[src/rtl/core/qgpb_pkg.sv]
`timescale 1ns / 1ps
// Shared types, gate codes, register indexes and Q2.30 constants for the
// single-qubit gate pair butterfly. No dependencies.
package qgpb_pkg;

  localparam int INDEX_BITS_DEF = 20;
  localparam int PAIR_CNT_W     = 19;
  localparam int AMP_W          = 32;
  localparam int COEF_W         = 64;
  localparam int IN_DATA_W      = 152;  // 19 + 4 x 32 = 147, padded to bytes

  // product and accumulator widths
  localparam int PROD_W = 64;
  localparam int PAIR_W = 65;
  localparam int SUM_W  = 66;

  // gate kinds
  localparam logic [3:0] GATE_X       = 4'd0;
  localparam logic [3:0] GATE_Y       = 4'd1;
  localparam logic [3:0] GATE_Z       = 4'd2;
  localparam logic [3:0] GATE_H       = 4'd3;
  localparam logic [3:0] GATE_S       = 4'd4;
  localparam logic [3:0] GATE_T       = 4'd5;
  localparam logic [3:0] GATE_CNOT    = 4'd6;
  localparam logic [3:0] GATE_CZ      = 4'd7;
  localparam logic [3:0] GATE_GENERAL = 4'd8;

  // configuration register indexes
  localparam logic [2:0] REG_GATE_KIND   = 3'd0;
  localparam logic [2:0] REG_TARGET_BIT  = 3'd1;
  localparam logic [2:0] REG_CONTROL_BIT = 3'd2;
  localparam logic [2:0] REG_CONJUGATE   = 3'd3;
  localparam logic [2:0] REG_COEF_00     = 3'd4;
  localparam logic [2:0] REG_COEF_01     = 3'd5;
  localparam logic [2:0] REG_COEF_10     = 3'd6;
  localparam logic [2:0] REG_COEF_11     = 3'd7;

  // Q2.30 constants
  localparam logic signed [31:0] Q_ZERO          = 32'sd0;
  localparam logic signed [31:0] Q_ONE           = 32'sh4000_0000;
  localparam logic signed [31:0] Q_NEG_ONE       = 32'shC000_0000;
  localparam logic signed [31:0] Q_INV_SQRT2     = 32'sd759250125;
  localparam logic signed [31:0] Q_NEG_INV_SQRT2 = -32'sd759250125;

  typedef struct packed {
    logic [3:0]             gate_kind;
    logic [4:0]             target_bit;
    logic [4:0]             control_bit;
    logic                   conj;
    logic [3:0][COEF_W-1:0] coef;  // 00, 01, 10, 11
  } cfg_t;

  typedef struct packed {
    logic signed [31:0] re;
    logic signed [31:0] im;
  } cplx_t;

  // coefficient after conjugation: imaginary part may reach +2^31
  typedef struct packed {
    logic signed [31:0] re;
    logic signed [32:0] im;
  } coef_t;

  typedef struct packed {
    logic signed [PROD_W-1:0] rr;
    logic signed [PROD_W-1:0] ii;
    logic signed [PROD_W-1:0] ri;
    logic signed [PROD_W-1:0] ir;
  } prod_t;

endpackage

[src/rtl/core/qgpb_decode.sv]
`timescale 1ns / 1ps
// Stage 1: pair index formation, control test and gate coefficient select.
// Depends on qgpb_pkg.
module qgpb_decode
  import qgpb_pkg::*;
#(
  parameter int INDEX_BITS = INDEX_BITS_DEF
) (
  input  logic                  clk,
  input  logic                  en,
  input  cfg_t                  cfg,
  input  logic [PAIR_CNT_W-1:0] pair_counter,
  input  cplx_t                 amp_low,
  input  cplx_t                 amp_high,
  output logic [INDEX_BITS-1:0] low_idx,
  output logic [INDEX_BITS-1:0] high_idx,
  output coef_t                 m00,
  output coef_t                 m01,
  output coef_t                 m10,
  output coef_t                 m11,
  output cplx_t                 x0,
  output cplx_t                 x1
);

  localparam int TB = (INDEX_BITS > 1) ? $clog2(INDEX_BITS) : 1;

  logic [TB-1:0]         t_eff;
  logic [INDEX_BITS-1:0] kw;
  logic [INDEX_BITS-1:0] kw_sh;
  logic [INDEX_BITS-1:0] low_next;
  logic [INDEX_BITS-1:0] high_next;
  logic                  ctl;
  cplx_t                 g00, g01, g10, g11;

  function automatic coef_t conj_coef(input cplx_t g, input logic conj);
    coef_t c;
    c.re = g.re;
    c.im = conj ? -(33'(g.im)) : 33'(g.im);
    return c;
  endfunction

  always_comb begin
    // clamp target to the top index bit
    if (32'(cfg.target_bit) > 32'(INDEX_BITS - 1)) t_eff = TB'(INDEX_BITS - 1);
    else t_eff = TB'(cfg.target_bit);

    // insert a zero at the target bit
    kw    = INDEX_BITS'(pair_counter);
    kw_sh = {kw[INDEX_BITS-2:0], 1'b0};
    for (int j = 0; j < INDEX_BITS; j++) begin
      if (j < int'(t_eff)) low_next[j] = kw[j];
      else if (j == int'(t_eff)) low_next[j] = 1'b0;
      else low_next[j] = kw_sh[j];
    end
    high_next = low_next | (INDEX_BITS'(1) << t_eff);

    ctl = (32'(cfg.control_bit) < 32'(INDEX_BITS)) && low_next[TB'(cfg.control_bit)];

    g00 = '{re: Q_ONE,  im: Q_ZERO};
    g01 = '{re: Q_ZERO, im: Q_ZERO};
    g10 = '{re: Q_ZERO, im: Q_ZERO};
    g11 = '{re: Q_ONE,  im: Q_ZERO};
    case (cfg.gate_kind)
      GATE_X: begin
        g00 = '{re: Q_ZERO, im: Q_ZERO};
        g01 = '{re: Q_ONE,  im: Q_ZERO};
        g10 = '{re: Q_ONE,  im: Q_ZERO};
        g11 = '{re: Q_ZERO, im: Q_ZERO};
      end
      GATE_Y: begin
        g00 = '{re: Q_ZERO, im: Q_ZERO};
        g01 = '{re: Q_ZERO, im: Q_NEG_ONE};
        g10 = '{re: Q_ZERO, im: Q_ONE};
        g11 = '{re: Q_ZERO, im: Q_ZERO};
      end
      GATE_Z: g11 = '{re: Q_NEG_ONE, im: Q_ZERO};
      GATE_H: begin
        g00 = '{re: Q_INV_SQRT2,     im: Q_ZERO};
        g01 = '{re: Q_INV_SQRT2,     im: Q_ZERO};
        g10 = '{re: Q_INV_SQRT2,     im: Q_ZERO};
        g11 = '{re: Q_NEG_INV_SQRT2, im: Q_ZERO};
      end
      GATE_S: g11 = '{re: Q_ZERO, im: Q_ONE};
      GATE_T: g11 = '{re: Q_INV_SQRT2, im: Q_INV_SQRT2};
      GATE_CNOT: begin
        if (ctl) begin
          g00 = '{re: Q_ZERO, im: Q_ZERO};
          g01 = '{re: Q_ONE,  im: Q_ZERO};
          g10 = '{re: Q_ONE,  im: Q_ZERO};
          g11 = '{re: Q_ZERO, im: Q_ZERO};
        end
      end
      GATE_CZ: begin
        if (ctl) g11 = '{re: Q_NEG_ONE, im: Q_ZERO};
      end
      GATE_GENERAL: begin
        g00 = cfg.coef[0];
        g01 = cfg.coef[1];
        g10 = cfg.coef[2];
        g11 = cfg.coef[3];
      end
      default: ;  // unused kinds act as identity
    endcase
  end

  always_ff @(posedge clk) begin
    if (en) begin
      low_idx  <= low_next;
      high_idx <= high_next;
      m00      <= conj_coef(g00, cfg.conj);
      m01      <= conj_coef(g01, cfg.conj);
      m10      <= conj_coef(g10, cfg.conj);
      m11      <= conj_coef(g11, cfg.conj);
      x0       <= amp_low;
      x1       <= amp_high;
    end
  end

endmodule

[config.mk]
export PLATFORM = sky130hd
export DESIGN_NAME = qgpb_decode
export DESIGN_NICKNAME = d
export VERILOG_FILES = /design/src/rtl/core/qgpb_pkg.sv /design/src/rtl/core/qgpb_decode.sv
export SDC_FILE = /design/constraint.sdc
export NUM_CORES = 1
export LEC_CHECK = 0
export BUFFER_PORTS_ARGS = -buffer_cell sky130_fd_sc_hd__buf_4
export CAP_MARGIN = 20
export CORE_AREA = 3 3 333 335
export DETAILED_ROUTE_END_ITERATION = 6
export DIE_AREA = 0 0 336 338
export GPL_TIMING_DRIVEN = 0
export SLEW_MARGIN = 20
export SYNTH_ARGS = -nofsm -noshare
export SYNTH_HDL_FRONTEND = slang
export SYNTH_SLANG_ARGS = --single-unit
[constraint.sdc]
create_clock -name clk -period 3.7 [get_ports clk]
set_input_delay 0.185 -clock clk [delete_from_list [all_inputs] [get_ports clk]]
set_output_delay 0.185 -clock clk [all_outputs]
set_load 0.02 [all_outputs]
==> metrics <==
outcome complete, no violations; post-synthesis sequential area ratio 67.7%; Ys Warns 0; clk root buf clkbuf_16; max_cap viols 0; CP max stage delay between 0.6 and 0.7 ns; H-tree levels 2; Crit path arrival time approximately 4 ns; commonest non-fill, non-tap cell in the layout buf_4; most frequent cells in the layout buf_4 (847), edfxtp_1 (428), dlygate4sd3_1 (383); Sink Count ~430; clk slew on worst S/H paths 0.05 ns; # rows approximately 120; core outline area ~110000 um^2; Final WS setup between 0.07 and 0.08 ns; Num CTS Buffers 51; CP required about 4.0 ns; initial antenna violation count 34; number of global-route vias before repair 17900; routed vias/inst around 4.3; Fmax achieved ~280 MHz; asr flop ratio synth 0%; layout cells sized above 1 roughly a third; final setup TNS 0 ns; antenna-violating nets left 0; maximum VDD drop approximately 0.30 mV; clock tree buffer depth 3; CP endpoint kind flip-flop; Final Hold Fails 0; # setup viols final 0; Top FF cell, synth edfxtp_1; worst path cell trace buf_4, clkbuf_1, nor2_1, nand2_1, clkbuf_1, clkbuf_2, clkbuf_2, buf_1, nor2_1; utilization after layout between 30% and 40%; Slew Limit Fails 0; Syn Area/Cell ~13 um^2; Yosys reg bits approximately 430; worst rel slew slack between 20% and 30%; Critical Setup Path Class input port to flip-flop; routability congestion estimate from global placement ~0.89; synthesized cell area between 15000 and 20000 um^2; Hold WC Path Type input port to flip-flop; pre-CTS WS -2.85 ns; RSZ-0062 raised after global routing false; Power Dens Cells about 410 nW/um^2; detailed router's first-iteration violation count between 1500 and 2000; Die ar. ~110000 um^2; Register Area 12900 um^2; Die Y about 340 um; post-route cell area ~33000 um^2; number of distinct library cells after synthesis a little under 80; CP Buf/Inv Count 6; drt wl/cell between 20 and 25 um; first-pass GRT wire length roughly 140000 um; initial core utilization around 18%; delay-heaviest family, CP buffers and inverters; Worst-Margin Slew about 1.2 ns; GRT overflow 0; number of fill cells 11000; CP max-delay cell clkbuf_1; min cycle time layout approximately 3.6 ns; total routed wirelength between 100000 and 150000 um; Multi-input gate area around 5700 um^2; placed inst area approximately 27000 um^2; Die Width around 340 um; Lkg Pwr between 10 and 15 nW; Synth Instances 1477; TritonCTS clock tree done; via count approximately 18000; syn nets 1901; Setup crit start kind input port; total power 13.4 mW; Final HPWL DP 82100 um; Total GRT Usage between 10% and 20%; DR pass1 iterations 7; synth-to-layout area growth 72.8%; largest net degree at the start of global routing 97; CP Max Fanout 10; Ports roughly 850; Nets between 3000 and 4000; final cycle utilization of the critical path 97.9%; Post-synth EDFFs roughly 430; # port buffers approximately 840; drt drc 0
-- per-layer routing --
layer / global-route usage, % / share of wire [%] / vias up
met5: 0 / 0.061 / -
met4: 5.64 / 2.8 / 8
met3: 5.61 / 10 / 144
met2: 26.5 / 44 / 1000
met1: 23.7 / 43 / 9005
li1: - / - / 8246
-- synth_stat cells, types with 8 or more instances --
| library cell | instances | area share (%) |
|---|---|---|
| edfxtp_1 | 428 | 68 |
| nand2_1 | 158 | 3.1 |
| nor2_1 | 98 | 1.9 |
| a21oi_1 | 76 | 2.0 |
| o21ai_0 | 75 | 2.0 |
| a21o_1 | 66 | 2.6 |
| clkbuf_1 | 64 | 1.3 |
| and2_1 | 55 | 1.8 |
| xor2_1 | 51 | 2.4 |
| nor3_1 | 36 | 0.95 |
| inv_1 | 24 | 0.47 |
| o31ai_1 | 24 | 0.95 |
| buf_1 | 22 | 0.43 |
| or3_1 | 21 | 0.69 |
| nand3_1 | 19 | 0.50 |
| xnor2_1 | 19 | 0.88 |
| or4_1 | 16 | 0.63 |
| nor4_1 | 15 | 0.49 |
| o211ai_1 | 13 | 0.51 |
| a31oi_1 | 12 | 0.40 |
| o41ai_1 | 11 | 0.51 |
| or2_2 | 9 | 0.30 |
| o22ai_1 | 8 | 0.26 |
-- cell families (layout without fill, tap and decap cells) --
kind of cell / Yosys count / after routing / synth area share, %
adder cells (fa/ha/maj): 4 / 4 / 0.264
AO/OA/AOI/OAI: 384 / 384 / 13.9
AND/OR/NAND/NOR: 471 / 471 / 12.4
buffers and inverters: 116 / 1442 / 2.31
other: 0 / 30 / 0
XOR/XNOR: 70 / 70 / 3.23
multiplexers: 4 / 4 / 0.211
flip-flops: 428 / 428 / 67.7
-- state kept, by name (all words and copies together), names as in the netlist --
name,count
x0,64
m00,65
m01,65
x1,64
low_idx,20
m11,65
m10,65
high_idx,20
-- metrics by stage --
stage          std cells  hold WS (ns)
4_1_cts             4217      0.000972
2_1_floorplan       1477         0.284
6_report            4247        0.0347
3_5_place_dp        3742         0.364
5_1_grt             4228        0.0175
3_3_place_gp        3733         0.363
-- report_power, final --
group	total, mW	internal (mW)	switching [mW]
logic	2.77	1.21	1.56
clock network	4.76	2.63	2.13
registers	5.90	5.76	0.140
total	13.4	9.60	3.83
-- what timing repair did --
item,CTS,global route
hold endpoints to repair,399,0
resized for setup,13,5
hold buffers,383,0
pin swaps,1,0
buffers inserted,2,0
endpoints found under the setup margin,101,3
-- area by class of cell --
| class | count | share of cell area, % |
|---|---|---|
| Clock buffer | 67 | 4.07 |
| Clock inverter | 25 | 0.576 |
| Tap cell | 1414 | 5.39 |
| Sequential cell | 428 | 39.2 |
| Timing Repair Buffer | 1236 | 31.6 |
| Inverter | 27 | 0.309 |
| Antenna cell | 30 | 0.229 |
| Buffer | 87 | 1.14 |
| Multi-Input combinational cell | 933 | 17.5 |
-- worst paths after layout --
check,startpoint,end,slack [ns],depth (start not counted)
max,cfg[269],m00[5]$_DFFE_PP_,0.08,9
min,cfg[217],m11[25]$_DFFE_PP_,0.03,2
(Power assumes the default switching activity.)
