$ cat config.mk
export PLATFORM = sky130hd
export DESIGN_NAME = qgpb_accum
export DESIGN_NICKNAME = d
export VERILOG_FILES = /design/src/rtl/core/qgpb_pkg.sv /design/src/rtl/core/qgpb_accum.sv
export SDC_FILE = /design/constraint.sdc
export NUM_CORES = 1
export LEC_CHECK = 0
export ABC_AREA = 0
export BUFFER_PORTS_ARGS = -buffer_cell sky130_fd_sc_hd__buf_4
export CORE_ASPECT_RATIO = 1.4
export CORE_UTILIZATION = 35
export CTS_CLUSTER_SIZE = 8
export DETAILED_ROUTE_END_ITERATION = 7
export PLACE_DENSITY = 0.62
export SETUP_SLACK_MARGIN = 0.3
export SLEW_MARGIN = 30
export SYNTH_ARGS = -nofsm -noshare
export SYNTH_HDL_FRONTEND = slang
export SYNTH_SLANG_ARGS = --single-unit
$ cat constraint.sdc
create_clock -name clk -period 8.4 [get_ports clk]
set_input_delay 1.68 -clock clk [delete_from_list [all_inputs] [get_ports clk]]
set_output_delay 1.68 -clock clk [all_outputs]
set_load 0.02 [all_outputs]
$ cat src/rtl/core/qgpb_pkg.sv
`timescale 1ns / 1ps
// Shared types, gate codes, register indexes and Q2.30 constants for the
// single-qubit gate pair butterfly. No dependencies.
package qgpb_pkg;

  localparam int INDEX_BITS_DEF = 20;
  localparam int PAIR_CNT_W     = 19;
  localparam int AMP_W          = 32;
  localparam int COEF_W         = 64;
  localparam int IN_DATA_W      = 152;  // 19 + 4 x 32 = 147, padded to bytes

  // product and accumulator widths
  localparam int PROD_W = 64;
  localparam int PAIR_W = 65;
  localparam int SUM_W  = 66;

  // gate kinds
  localparam logic [3:0] GATE_X       = 4'd0;
  localparam logic [3:0] GATE_Y       = 4'd1;
  localparam logic [3:0] GATE_Z       = 4'd2;
  localparam logic [3:0] GATE_H       = 4'd3;
  localparam logic [3:0] GATE_S       = 4'd4;
  localparam logic [3:0] GATE_T       = 4'd5;
  localparam logic [3:0] GATE_CNOT    = 4'd6;
  localparam logic [3:0] GATE_CZ      = 4'd7;
  localparam logic [3:0] GATE_GENERAL = 4'd8;

  // configuration register indexes
  localparam logic [2:0] REG_GATE_KIND   = 3'd0;
  localparam logic [2:0] REG_TARGET_BIT  = 3'd1;
  localparam logic [2:0] REG_CONTROL_BIT = 3'd2;
  localparam logic [2:0] REG_CONJUGATE   = 3'd3;
  localparam logic [2:0] REG_COEF_00     = 3'd4;
  localparam logic [2:0] REG_COEF_01     = 3'd5;
  localparam logic [2:0] REG_COEF_10     = 3'd6;
  localparam logic [2:0] REG_COEF_11     = 3'd7;

  // Q2.30 constants
  localparam logic signed [31:0] Q_ZERO          = 32'sd0;
  localparam logic signed [31:0] Q_ONE           = 32'sh4000_0000;
  localparam logic signed [31:0] Q_NEG_ONE       = 32'shC000_0000;
  localparam logic signed [31:0] Q_INV_SQRT2     = 32'sd759250125;
  localparam logic signed [31:0] Q_NEG_INV_SQRT2 = -32'sd759250125;

  typedef struct packed {
    logic [3:0]             gate_kind;
    logic [4:0]             target_bit;
    logic [4:0]             control_bit;
    logic                   conj;
    logic [3:0][COEF_W-1:0] coef;  // 00, 01, 10, 11
  } cfg_t;

  typedef struct packed {
    logic signed [31:0] re;
    logic signed [31:0] im;
  } cplx_t;

  // coefficient after conjugation: imaginary part may reach +2^31
  typedef struct packed {
    logic signed [31:0] re;
    logic signed [32:0] im;
  } coef_t;

  typedef struct packed {
    logic signed [PROD_W-1:0] rr;
    logic signed [PROD_W-1:0] ii;
    logic signed [PROD_W-1:0] ri;
    logic signed [PROD_W-1:0] ir;
  } prod_t;

endpackage

$ cat src/rtl/core/qgpb_accum.sv
`timescale 1ns / 1ps
// Stages 3 to 5: sum two complex products, round half up to Q2.30 and
// saturate. Depends on qgpb_pkg.
module qgpb_accum
  import qgpb_pkg::*;
(
  input  logic               clk,
  input  logic               en_pair,
  input  logic               en_sum,
  input  logic               en_out,
  input  prod_t              pa,
  input  prod_t              pb,
  output logic signed [31:0] res_re,
  output logic signed [31:0] res_im,
  output logic               ovf
);

  localparam logic signed [SUM_W-1:0] ROUND_HALF = SUM_W'(1) <<< 29;

  logic signed [PAIR_W-1:0] re_a, re_b, im_a, im_b;
  logic signed [SUM_W-1:0]  sum_re, sum_im;
  logic                     ovf_re, ovf_im;
  logic signed [31:0]       sat_re, sat_im;

  // stage 3: pair sums
  always_ff @(posedge clk) begin
    if (en_pair) begin
      re_a <= PAIR_W'(pa.rr) - PAIR_W'(pa.ii);
      re_b <= PAIR_W'(pb.rr) - PAIR_W'(pb.ii);
      im_a <= PAIR_W'(pa.ri) + PAIR_W'(pa.ir);
      im_b <= PAIR_W'(pb.ri) + PAIR_W'(pb.ir);
    end
  end

  // stage 4: final sum with rounding offset
  always_ff @(posedge clk) begin
    if (en_sum) begin
      sum_re <= SUM_W'(re_a) + SUM_W'(re_b) + ROUND_HALF;
      sum_im <= SUM_W'(im_a) + SUM_W'(im_b) + ROUND_HALF;
    end
  end

  // stage 5: drop fraction, clamp to 32 bits
  always_comb begin
    ovf_re = !((&sum_re[SUM_W-1:61]) || !(|sum_re[SUM_W-1:61]));
    ovf_im = !((&sum_im[SUM_W-1:61]) || !(|sum_im[SUM_W-1:61]));
    if (ovf_re) sat_re = sum_re[SUM_W-1] ? 32'sh8000_0000 : 32'sh7FFF_FFFF;
    else sat_re = sum_re[61:30];
    if (ovf_im) sat_im = sum_im[SUM_W-1] ? 32'sh8000_0000 : 32'sh7FFF_FFFF;
    else sat_im = sum_im[61:30];
  end

  always_ff @(posedge clk) begin
    if (en_out) begin
      res_re <= sat_re;
      res_im <= sat_im;
      ovf    <= ovf_re | ovf_im;
    end
  end

endmodule

==> flow_metrics.tcl, run 1 <==
set metrics [dict create \
    yosysWarnings 0 \
    via_count 31654 \
    htreeDepth 2 \
    r2r-start "re_b[25]" \
    cp-startpoint "pb[23]" \
    first_pass_iters 8 \
    routed_wl_um 117000 \
    synth_compound_area_share_pct 24.6 \
    grt_overflow_total 0 \
    layout_commonest_cell "buf_4" \
    root_buffer "clkbuf_16" \
    rr_endpoint "sum_re[58]" \
    fin_setup_tns_ps 0 \
    wl_per_cell_um 20.4 \
    antenna_found_initial 16 \
    cts.sinks 397 \
    grt_setup_unrepaired "false" \
    worst_pin_slew_ps 910 \
    outcome "finished clean" \
    hp-class "reg2reg" \
    synthTopCellsByArea "edfxtp_1, ha_1, a21oi_1, a21o_1, xnor2_1" \
    fmax_mhz 193 \
    dp_hpwl_um 97800 \
    layout_common_cells "buf_4, ha_1, a21oi_1" \
    path_class "in2reg" \
    leakagePower_nw 19.6 \
    syn_nets 4908 \
    setup_slack_ps 3220 \
    crit_chain "buf_4, ha_1, nand4_1, nor4_1, nor4b_1, a21boi_0, o21ai_0, a2111oi_0, o21ai_0, nand3b_1, a21oi_1, xnor2_1" \
    fin_skew_ps 16.1 \
    cp-start-kind "input pin" \
    synth-edff-count 397 \
    path_clk_slew_ps 50 \
    syn_inst 3878 \
    ir_drop_mv 0.186 \
    synth_top_area_share_pct 33.3 \
    chipWidth_um 272 \
    ys.flop_type "edfxtp_1" \
    drive_gt1_share_pct 15.8 \
    synth_cell_types 91 \
    synth_xor_xnor_area_share_pct 7.23 \
    slowest_stage "a2111oi_0" \
    cp_num_buf_inv 1 \
    syn_to_final_growth_pct 19.8 \
    core_sq_mm 0.101 \
    pre_cts_ws_ps 2520 \
    place_congestion 0.960 \
    synth-seq-area-share_pct 33.3 \
    grt_usage_pct 22.0 \
    final_hold_viol_count 0 \
    grt_pass1_vias 32440 \
    rows 138 \
    endpoint "im_b[57]" \
    final_net_count 5416 \
    relSlewSlack_pct 37.8 \
    ys_ff_latch 397 \
    dieHeight_um 381 \
    dieArea_sq_mm 0.104 \
    synth-simple-area-share_pct 12.4 \
    clk_path_buf_depth 3 \
    cp.arrival_ps 5550 \
    netlist_area_sq_mm 0.0358 \
    maxSlewViolCount 0 \
    rr_worst_depth 13 \
    yosysTopAreaCell "edfxtp_1" \
    maxCapViolations 0 \
    cts_buffers 56 \
    holdBufCountCts 0 \
    async_reset_ff_share_pct 0 \
    setup_viol 0 \
    r2r_slack_ps 3430 \
    viasPerCell 5.52 \
    drc_errors 0 \
    synth_top_family_by_area "compound AO/OA/AOI/OAI gates" \
    antenna_left 0 \
    cts_tree "done" \
    syn_area_per_cell_sq_um 9.24 \
    drt_first_iter_violations 1930 \
    grt_max_degree 89 \
    cp_top_family "compound AO/OA/AOI/OAI gates" \
    fin_crit_ps 5180 \
    cts_setup_buffers 0 \
    endpoint_kind "flip-flop" \
    max_stage_delay_ps 900 \
    ios 581 \
    worstSkewPairLatency_ps 630 \
    path_common_cell "o21ai_0" \
    p_per_area_mw_per_mm2 219 \
    cp.depth 12 \
    start_util_pct 35.4 \
    synthMuxAreaShare_pct 0.140 \
    grt_pass1_wl_um 178000 \
    post_cts_resized 0 \
    finalCritPeriodShare_pct 61.7 \
    yosys.area_share.adder_pct 18.0 \
    critPathMaxFanout 9 \
    crit_required_ps 8770 \
    portBuffers 580 \
]
-- layout make-up --
class	instances	area, sq um
Clock buffer	58	1410
Fill cell	10079	58400
Antenna cell	8	20.0
Multi-Input combinational cell	3089	22400
Sequential cell	397	11900
Timing Repair Buffer	590	4460
Tap cell	1330	1660
Inverter	252	946
Clock inverter	6	109
-- worst register-to-register path, cell delays in order, from the launching register on --
cell and delay [ps]:
edfxtp_1 400, ha_1 300, ha_1 390, nand3_1 100
nor4_1 790, nand2_1 110, a21oi_1 410, nor4_1 110
buf_4 190, o311ai_0 670, nand3_1 400, a211oi_1 530
a21oi_1 160, xnor2_1 160
-- through the flow --
step                std cells  util [%]  power [mW]  hold slack [ps]  area, sq um
detailed placement       5658      40.8        7.31              502        41400
CTS                      5722      42.3        9.44              514        42900
global placement         5657      40.8        7.28              498        41400
floorplan                3878         -        5.93              495        35800
finish                   5730      42.4        9.39              512        42900
global route             5728      42.3        10.0              527        42900
-- worst min path at each step --
stage / from / endpoint / slack (ps) / cells past startpoint
3_5_place_dp: sum_im[53] / res_im[23] / 500 / 1
5_1_grt: sum_im[65] / res_im[31] / 530 / 0
4_1_cts: sum_im[44] / res_im[14] / 510 / 1
2_1_floorplan: sum_im[30] / res_im[0] / 500 / 1
6_report: sum_im[44] / res_im[14] / 510 / 1
3_3_place_gp: sum_re[39] / res_re[9] / 500 / 1
-- cell usage after synthesis, drive strengths merged (16+ instances only) --
| library cell | n |
|---|---|
| nor4 | 21 |
| nand4 | 96 |
| buf | 19 |
| and3 | 33 |
| ha | 510 |
| clkbuf | 120 |
| xor2 | 114 |
| a31oi | 41 |
| o31ai | 35 |
| o211ai | 26 |
| a21o | 289 |
| nand3 | 83 |
| nand2 | 269 |
| a211o | 16 |
| o21bai | 87 |
| nor2b | 39 |
| o21a | 42 |
| nor2 | 210 |
| nor3 | 57 |
| nand2b | 29 |
| a211oi | 33 |
| inv | 252 |
| o21ai | 217 |
| and2 | 18 |
| a21oi | 438 |
| xnor2 | 182 |
| edfxtp | 397 |
-- logic make-up after synthesis --
kind of cell,count (synthesis)
compound gates,1362
mux,5
fa+ha+maj,514
simple gates,912
xor+xnor,296
flops,397
buf+inv,392
-- state kept, by name (all words and copies together) (netlist names) --
| register | count |
|---|---|
| sum_im | 36 |
| res_im | 32 |
| im_a | 65 |
| re_b | 65 |
| sum_re | 36 |
| res_re | 32 |
| re_a | 65 |
| im_b | 65 |
| ovf | 1 |
-- report_power, final --
part           internal, mW  total (mW)  leakage (nW)  switching (mW)
Clock                  1.21        2.08         0.743           0.873
Combinational          1.76        4.21          15.0            2.45
Sequential             2.89        3.09          3.89           0.209
Total                  5.86        9.39          19.6            3.53
-- metal layers --
layer	wire (um)	GRT usage [%]	vias to the layer above
li1	-	-	15551
met1	44900	23.9	14874
met2	60700	41.4	974
met3	6190	3.16	247
met4	5320	10.0	8
met5	51	0	-
No activity file was read; power rests on OpenSTA's default activity.
==> run 2: changes to the inputs <==
PLACE_DENSITY = 0.64   (was 0.62)
clock period = 4.2 ns   (was 8.4 ns; I/O delays follow)
==> run 2 against run 1 <==
  * First-iteration DRC count increased by 8.1%
  * Hold slack better by 2.5 ps
  * Clock skew grew 8.8 ps
  * Critical endpoint is now sum_im[62]
==> flow_metrics.tcl, run 2 (synthesized netlist as in run 1, its figures left out) <==
set metrics [dict create \
    worst_pin_slew_ps 892 \
    clkPwrFrac_pct 21.0 \
    combPwrFrac_pct 46.6 \
    hp-class "reg2reg" \
    leakagePower_nw 20.7 \
    drt_first_iter_violations 2087 \
    portBuffers 580 \
    final_hold_viol_count 0 \
    grt_pass1_wl_um 184000 \
    fin_crit_ps 3730 \
    first_pass_iters 5 \
    fmax_mhz 268 \
    fin_setup_tns_ps 0 \
    power_mw 19.1 \
    setup_viol 0 \
    dieHeight_um 381 \
    relSlewSlack_pct 40.5 \
    maxCapViolations 0 \
    endpoint_kind "flip-flop" \
    worstSkewPairLatency_ps 610 \
    grt_pass1_vias 33258 \
    cts.sinks 397 \
    antenna_found_initial 17 \
    grt_setup_unrepaired "false" \
    cp-start-kind "flip-flop" \
    seq_power_share_pct 32.4 \
    rows 138 \
    ios 581 \
    drive_gt1_share_pct 20.4 \
    final_net_count 5652 \
    cts_tree "done" \
    chipWidth_um 272 \
    place_congestion 0.977 \
    path_clk_slew_ps 50 \
    cp-startpoint "im_a[30]" \
    cts_buffers 56 \
    layout_common_cells "buf_4, ha_1, a21oi_1" \
    r2r-start "im_a[30]" \
    power_switching_mw 7.12 \
    fin_skew_ps 24.9 \
    dieArea_sq_mm 0.104 \
    cp.arrival_ps 4050 \
    grt_usage_pct 22.8 \
    ir_drop_mv 0.346 \
    finalCritPeriodShare_pct 88.8 \
    dp_hpwl_um 102000 \
    hp-start "sum_re[65]" \
    path_class "reg2reg" \
    antenna_left 0 \
    viasPerCell 5.46 \
    layout_commonest_cell "buf_4" \
    grt_max_degree 105 \
    crit_required_ps 4520 \
    grt_overflow_total 0 \
    pre_cts_ws_ps -277 \
    stdcell_count 5963 \
    root_buffer "clkbuf_16" \
    via_count 32558 \
    syn_to_final_growth_pct 24.9 \
    power.internal_mw 12.0 \
    outcome "finished clean" \
    start_util_pct 35.4 \
    clk_path_buf_depth 3 \
    placed_cells 5893 \
    setup_slack_ps 470 \
    wl_per_cell_um 20.3 \
    drc_errors 0 \
    fin_util_pct 44.2 \
    htreeDepth 2 \
    core_sq_mm 0.101 \
    maxSlewViolCount 0 \
    routed_wl_um 121000 \
    critPathMaxFanout 7 \
    p_per_area_mw_per_mm2 427 \
    holdBufCountCts 0 \
    switching_share_pct 37.3 \
]
[run 2: per-layer routing]
metal / global-route usage, % / vias to the layer above / wire, um
met5: 0 / - / 109
met4: 9.93 / 16 / 5670
met3: 3.54 / 248 / 6390
met2: 43.0 / 1003 / 63200
met1: 24.6 / 15296 / 45500
li1: - / 15995 / -
[run 2: worst max-delay path: stages (launching register included)]
cell	delay, ps
edfxtp_1	470
ha_1	260
ha_1	400
a21o_1	220
a21o_1	180
a21oi_1	270
o221ai_1	190
a41oi_1	420
o32ai_4	180
o31ai_2	300
a211oi_2	170
nor4b_1	280
a311oi_1	80
[run 2: timing repair]
action                                  CTS  global route
pin swaps                                 0             1
gates resized for setup                   2            20
endpoints found under the setup margin    4            20
gates cloned                              0             0
buffers inserted                          0             1
[run 2: through the flow]
stage	hold slack [ps]	instance area (sq um)
floorplan	495	35800
global placement	496	43100
detailed placement	502	43100
CTS	517	44600
global route	523	44700
finish	515	44800
[run 2: power by group through the flow]
| stage | combinational [mW] | sequential [mW] | clock (mW) |
|---|---|---|---|
| after floorplan | 5.62 | 6.24 | 0 |
| after global placement | 8.70 | 6.25 | 0 |
| after detailed placement | 8.75 | 6.26 | 0 |
| after CTS | 8.82 | 6.20 | 4.14 |
| after global routing | 9.83 | 6.27 | 4.25 |
| final | 8.90 | 6.19 | 4.02 |
[run 2: final timing paths]
kind         slack, ps  cells past startpoint    endpoint
min reg2reg        510                      0  res_re[31]
max                470                     12  sum_im[62]
max reg2reg        470                     12  sum_im[62]
min                510                      0  res_re[31]
[run 2: final cells by class]
class | instances | area (sq um)
diodes | 6 | 15.0
repair buffers | 826 | 6240
inverters | 252 | 946
flip-flops and latches | 397 | 11900
clock inverters | 4 | 31.3
well taps | 1330 | 1660
clock buffers | 59 | 1430
fillers | 9992 | 56600
multi-input cells | 3089 | 22500
==> run 3: changes to the inputs <==
==> constraint.sdc (replaced) <==
create_clock -name clk -period 4.2 [get_ports clk]
set_input_delay 0.21 -clock clk [delete_from_list [all_inputs] [get_ports clk]]
set_output_delay 0.21 -clock clk [all_outputs]
set_load 0.02 [all_outputs]
==> run 3 against run 2 <==
  * Clock skew rose by 3.9 ps
  * Hold slack got worse by 450 ps
  * Fmax fell by 1.7%
  * Non-clock buffer count fell by 165
  * Routed wire length fell by 1.9%
  * First-iteration DRC count fell by 9.1%
  * Final area fell by 2.7%
  * Combinational power fell by 3.3%
  * Sequential share of layout area rose by 0.74 points
  * Register-to-register slack got worse by 40 ps
  * Worst setup slack got worse by 63 ps
  * Cell count fell by 2.6%
  * Highest routed layer unchanged
==> flow_metrics.tcl, run 3 (synthesized netlist as in run 1, its figures left out) <==
set metrics [dict create \
    outcome "finished clean" \
    pre_cts_ws_ps 84.2 \
    endpoint_kind "flip-flop" \
    layout_commonest_cell "buf_4" \
    antenna_found_initial 16 \
    max_stage_delay_ps 550 \
    htreeDepth 2 \
    worstSkewPairLatency_ps 620 \
    crit_required_ps 4550 \
    dieHeight_um 381 \
    fin_area_sq_mm 0.0435 \
    final_net_count 5488 \
    grt_pass1_wl_um 178000 \
    p_per_area_mw_per_mm2 435 \
    final_hold_viol_count 0 \
    worst_pin_slew_ps 890 \
    cts_buffers 57 \
    rr_worst_depth 11 \
    grt_pass1_vias 32226 \
    chipWidth_um 272 \
    cp.arrival_ps 4140 \
    drc_errors 0 \
    finalCritPeriodShare_pct 90.3 \
    critPathMaxFanout 4 \
    routed_wl_um 119000 \
    leakagePower_nw 19.9 \
    portBuffers 580 \
    place_congestion 0.955 \
    hp-class "in2reg" \
    endpoint "im_a[59]" \
    path_class "in2reg" \
    slowest_stage "dlygate4sd3_1" \
    grt_setup_unrepaired "false" \
    via_count 31885 \
    start_util_pct 35.4 \
    cp_num_buf_inv 5 \
    cts.sinks 397 \
    grt_usage_pct 22.1 \
    grt_max_degree 93 \
    cp-startpoint "pa[65]" \
    grt_overflow_total 0 \
    relSlewSlack_pct 40.7 \
    dp_hpwl_um 98800 \
    first_pass_iters 6 \
    crit_chain "dlygate4sd3_1, buf_4, ha_1, a21oi_1, o21a_1, a211oi_1, a211oi_1, buf_4, a2111oi_0, buf_4, o2111ai_1, buf_4, a21oi_1, o21ai_0, o31ai_1, xor2_1" \
    antenna_left 0 \
    cp_top_family "compound AO/OA/AOI/OAI gates" \
    viasPerCell 5.49 \
    syn_to_final_growth_pct 21.5 \
    drive_gt1_share_pct 16.9 \
    setup_viol 0 \
    drt_first_iter_violations 1898 \
    layout_common_cells "buf_4, ha_1, a21oi_1" \
    cp-start-kind "input pin" \
    core_sq_mm 0.101 \
    path_clk_slew_ps 60 \
    maxCapViolations 0 \
    root_buffer "clkbuf_16" \
    cp.depth 16 \
    wl_per_cell_um 20.4 \
    fmax_mhz 264 \
    path_common_cell "buf_4" \
    fin_skew_ps 28.8 \
    clk_path_buf_depth 3 \
    rr_endpoint "sum_im[50]" \
    setup_slack_ps 407 \
    r2r-start "im_a[17]" \
    dieArea_sq_mm 0.104 \
    rows 138 \
    maxSlewViolCount 0 \
    fin_crit_ps 3790 \
    cts_tree "done" \
    ios 581 \
    ir_drop_mv 0.326 \
    r2r_slack_ps 430 \
    placed_cell_area_sq_mm 0.0418 \
]
run 3: changes by cell type in the layout (fill, tap and decap cells not counted), sizes merged:
cell,before,now
bufinv,0,1
dlygate4sd3,0,14
inv,254,252
clkbuf,59,61
buf,826,647
diode,6,8
clkinv,2,6
run 3: stage by stage:
stage / utilization [%] / power [mW] / hold WS (ps) / instances / setup TNS, ps
global placement: 41.2 / 14.7 / 496 / 5711 / -13.3
detailed placement: 41.2 / 14.7 / 503 / 5711 / 0
floorplan: - / 11.9 / 322 / 3878 / 0
finish: 43.0 / 19.0 / 65.9 / 5805 / 0
global route: 43.0 / 20.1 / 42.0 / 5802 / 0
CTS: 42.9 / 19.0 / 7.50 / 5793 / 0
run 3: power by group:
| group | internal [mW] | total (mW) | switching (mW) |
|---|---|---|---|
| Sequential | 5.77 | 6.17 | 0.396 |
| Clock | 2.47 | 4.18 | 1.71 |
| Combinational | 3.62 | 8.61 | 4.99 |
run 3: tightest hold or removal path: stages:
cell	delay [ps]
buf_4	100
fa_1	180
inv_1	40
run 3: final cells by class:
type | count | area (sq um)
sequential | 397 | 11900
fill | 10036 | 57800
multi-input combinational | 3089 | 22400
clock buffer | 61 | 1460
clock inverter | 7 | 67.6
timing repair buffer | 661 | 5030
antenna | 8 | 20.0
tap | 1330 | 1660
inverter | 252 | 946
run 3: worst min-delay path by stage:
stage	depth (start not counted)	start	to
2_1_floorplan	0	en_pair	im_a[0]
3_5_place_dp	1	sum_im[49]	res_im[19]
6_report	3	pa[129]	re_a[1]
4_1_cts	3	pa[129]	re_a[1]
5_1_grt	3	pa[129]	re_a[1]
3_3_place_gp	1	sum_re[36]	res_re[6]
run 3: per-layer routing:
layer,part of all wire (%),global-route usage [%],vias up
li1,-,-,15690
met1,38,23.7,14940
met2,52,41.9,989
met3,5.4,3.03,252
met4,4.8,10.4,14
met5,0.070,0,-
run 3: what timing repair did:
item                       4_1_cts  5_1_grt
gates resized for setup          5        7
pin swaps                        0        3
setup endpoints to repair        7       14
gates cloned                     0        0
buffers inserted                 0        4
hold endpoints to repair         8        0
hold buffers                    14        0
